--- src/rtl/htme_ram.sv ---
// Generic simple dual-port RAM with one write port and a registered read port.
// Depends on nothing.
module htme_ram #(
   parameter int WIDTH = 8,
   parameter int DEPTH = 256
) (
   input  logic                     clock,
   input  logic                     wr_en,
   input  logic [$clog2(DEPTH)-1:0] wr_addr,
   input  logic [WIDTH-1:0]         wr_data,
   input  logic                     rd_en,
   input  logic [$clog2(DEPTH)-1:0] rd_addr,
   output logic [WIDTH-1:0]         rd_data
);

   logic [WIDTH-1:0] mem [DEPTH];

   always_ff @(posedge clock) begin
      if (wr_en) begin
         mem[wr_addr] <= wr_data;
      end
      if (rd_en) begin
         rd_data <= mem[rd_addr];
      end
   end

endmodule
--- config.mk ---
export PLATFORM = sky130hd
export DESIGN_NAME = htme_ram
export DESIGN_NICKNAME = d
export VERILOG_FILES = /design/src/rtl/htme_ram.sv
export SDC_FILE = /design/constraint.sdc
export NUM_CORES = 2
export LEC_CHECK = 0
export ABC_AREA = 1
export BUFFER_PORTS_ARGS = -buffer_cell sky130_fd_sc_hd__buf_2
export CAP_MARGIN = 25
export CORE_MARGIN = 2
export CORE_UTILIZATION = 38
export CTS_CLUSTER_SIZE = 40
export DETAILED_ROUTE_END_ITERATION = 8
export HOLD_SLACK_MARGIN = 0.12
export PLACE_DENSITY = 0.52
export REMOVE_ABC_BUFFERS = 1
export SLEW_MARGIN = 20
export SYNTH_ARGS = -nofsm -noshare
export SYNTH_HDL_FRONTEND = slang
export SYNTH_SLANG_ARGS = --single-unit
--- constraint.sdc ---
create_clock -name clock -period 4.5 [get_ports clock]
set_clock_uncertainty 0.15 [all_clocks]
set_input_delay 0.675 -clock clock [delete_from_list [all_inputs] [get_ports clock]]
set_output_delay 0.675 -clock clock [all_outputs]
set_load 0.03 [all_outputs]
==> flow_metrics.py <==
metrics = {
    "drt": {
        "avgViaCountPerCell": 5.41,
        "drtIter0Drc": 6449,
        "vias": 54600,
        "wirelength_um": 252000,
        "antenna_left": 0,
        "dr.pass1.iters": 5,
        "avgRoutedWirePerCell_um": 25.0,
        "drc": 0,
    },
    "grt": {
        "grt_pass1_wl_um": 369000,
        "antenna_found_initial": 23,
        "grt_pass1_vias": 52200,
        "overflow": 0,
        "track_usage_pct": 22.3,
        "grt_max_degree": 167,
    },
    "clock_network": {
        "post_cts_buffers": 0,
        "htree_levels": 4,
        "clkLatencyLatePin_ns": 0.89,
        "cts-resized-gates": 0,
        "cts-root-buf": "clkbuf_16",
        "clock-sinks": 2056,
        "cts_buffers": 210,
        "clock_path_buffers": 3,
        "cts_tree": "yes",
        "clk_pin_slew_ns": 0.06,
    },
    "floorplanning": {
        "die_w_um": 473,
        "ios": 35,
        "rows": 172,
        "design.core.area_um2": 219000,
        "die_h_um": 473,
        "dieArea_um2": 223000,
        "initial_core_util_pct": 38.1,
    },
    "worst_setup_path": {
        "worst_setup_path_start_kind": "input pin",
        "cp_common_cell": "nand3_1",
        "crit_required_ns": 5.09,
        "worstPathCellList": "buf_8 -> inv_16 -> buf_12 -> buf_12 -> nand2_1 -> nand3_1 -> nand3_1 -> nand3_1 -> nand3_1 -> nand3_1 -> nand3_1 -> nand2_1 -> nand2_1 -> nand2_1",
        "cpPeakStageDelay_ns": 0.38,
        "worstPathMaxFanout": 157,
        "worstSetupPathType": "in -> reg",
        "critPathSlowestCell": "inv_16",
        "arrival_ns": 3.80,
        "cp-end-kind": "register",
    },
    "power_and_ir_drop": {
        "total_power_mw": 40.5,
        "p_per_area_nw_per_um2": 430,
        "leakage_nw": 32.5,
        "ir_drop_mv": 0.422,
    },
    "logic_synthesis": {
        "yosysWarnings": 0,
        "avgSynthCellArea_um2": 11.9,
        "syn_area_um2": 83500,
        "netlist_instances": 7003,
        "synth-seq-cells": 2056,
        "synth.distinct_cells": 13,
        "synth-seq-area-share_pct": 74.0,
    },
    "timing": {
        "rsz0062_at_grt": "no",
        "finalMaxSlewViolations": 0,
        "worstMarginPinSlew_ns": 1.14,
        "slew-limit-headroom_pct": 23.5,
        "finalHoldViolations": 0,
        "setup_viol": 0,
        "final.min_clock_period_ns": 3.21,
        "period_share_pct": 71.4,
        "fmax_mhz": 311,
        "fin_hold_ws_ns": 0.170,
    },
    "layout": {
        "fin_util_pct": 43.0,
        "final_cells": 10100,
        "syn2layout_area_growth_pct": 12.8,
        "fin_nets": 7061,
        "drive_gt1_share_pct": 8.36,
        "fillers": 20200,
    },
    "run": {
        "cap_violations": 0,
    },
    "place": {
        "io_buffers": 34,
        "numPlacedInstances": 9692,
        "dp_hpwl_um": 147000,
        "gp_congestion": 0.871,
    },
    "outcome": {
        "status": "completed",
    },
    "hold_path": {
        "hold_path.class": "in -> reg",
    },
}
synth_stat cells:
| cell | number | share of area (%) |
|---|---|---|
| edfxtp_1 | 2056 | 74 |
| buf_1 | 40 | 0.18 |
| buf_8 | 1 | 0.018 |
| inv_2 | 2 | 0.0090 |
| nand2_1 | 2123 | 9.5 |
| nand3_1 | 2019 | 12 |
| inv_4 | 1 | 0.0075 |
| buf_6 | 16 | 0.22 |
| buf_2 | 268 | 1.6 |
| buf_4 | 46 | 0.41 |
| inv_1 | 36 | 0.16 |
| clkbuf_1 | 112 | 0.50 |
| nor2_1 | 283 | 1.3 |
metal layers:
metal	GRT usage [%]	wire length (µm)	share of wire (%)	up-vias
li1	-	-	-	24900
met1	32.1	110000	44	27300
met2	35.1	118000	47	2114
met3	3.30	18100	7.2	326
met4	6.33	6260	2.5	0
met5	0	0	0	-
cells in the final DEF (no fill, tap or decap):
master / count
inv_16: 7
buf_6: 1
inv_4: 1
buf_4: 217
clkbuf_1: 64
clkinv_1: 42
edfxtp_1: 2056
nand3_1: 2019
inv_1: 34
clkinv_2: 44
nor2_1: 283
inv_2: 1
bufinv_16: 10
clkinv_16: 4
buf_8: 11
inv_8: 3
buf_2: 22
clkinvlp_4: 3
buf_12: 50
clkinv_8: 5
clkbuf_16: 210
nand2_2: 14
diode_2: 11
dlygate4sd3_1: 1
nand2_1: 2109
per-stage QoR:
step / cell area, µm² / setup slack [ns] / TNS, ns
after floorplan: 81000 / -2.05 / -16.33
after global placement: 87600 / 0.455 / 0
after detailed placement: 87600 / 0.447 / 0
after CTS: 94100 / 1.37 / 0
after global routing: 94100 / 1.24 / 0
final: 94200 / 1.29 / 0
cell families (layout without fill, tap and decap cells):
group / after synthesis / count (layout) / synth area share, %
buffers and inverters: 522 / 730 / 3.12
DFF: 2056 / 2056 / 74.0
other: 0 / 11 / 0
and+or+nand+nor: 4425 / 4425 / 22.9
where the power goes:
group	internal (mW)	switching [mW]	total (mW)	leakage, nW
registers	21.1	0.0351	21.2	18.5
clock network	9.23	7.59	16.8	3.19
logic	0.606	1.94	2.55	10.8
state kept, by name, indices dropped and copies added, names as in the netlist:
| name | cells |
|---|---|
| rd_data | 8 |
| mem | 2048 |
critical path: cells and delay by family:
kind | cells | cell delay [ns]
buffers and inverters | 4 | 1.12
AND/OR/NAND/NOR | 10 | 1.67
cell type report:
class,count,area [µm²],area share (%)
sequential,2056,61700,65.6
multi-input combinational,4425,19200,20.4
clock buffer,274,5500,5.84
tap,2871,3590,3.81
timing repair buffer,302,2930,3.11
clock inverter,115,1030,1.10
inverter,39,180,0.191
antenna,11,27.5,0.0292
path summary, 6_finish.rpt:
kind	slack, ns	from	cells after the start	end
max	1.29	rd_addr[0]	14	rd_data[7]
min	0.17	wr_data[2]	1	mem[205][2]
max reg2reg	2.16	mem[63][7]	10	rd_data[7]
min reg2reg	0.90	mem[139][3]	10	rd_data[3]
what timing repair did:
item | in CTS | in global routing
endpoints found under the setup margin | 0 | 0
hold buffers | 1 | 0
hold endpoints to repair | 4 | 0
Note: power is estimated with default switching activity, not from simulation.
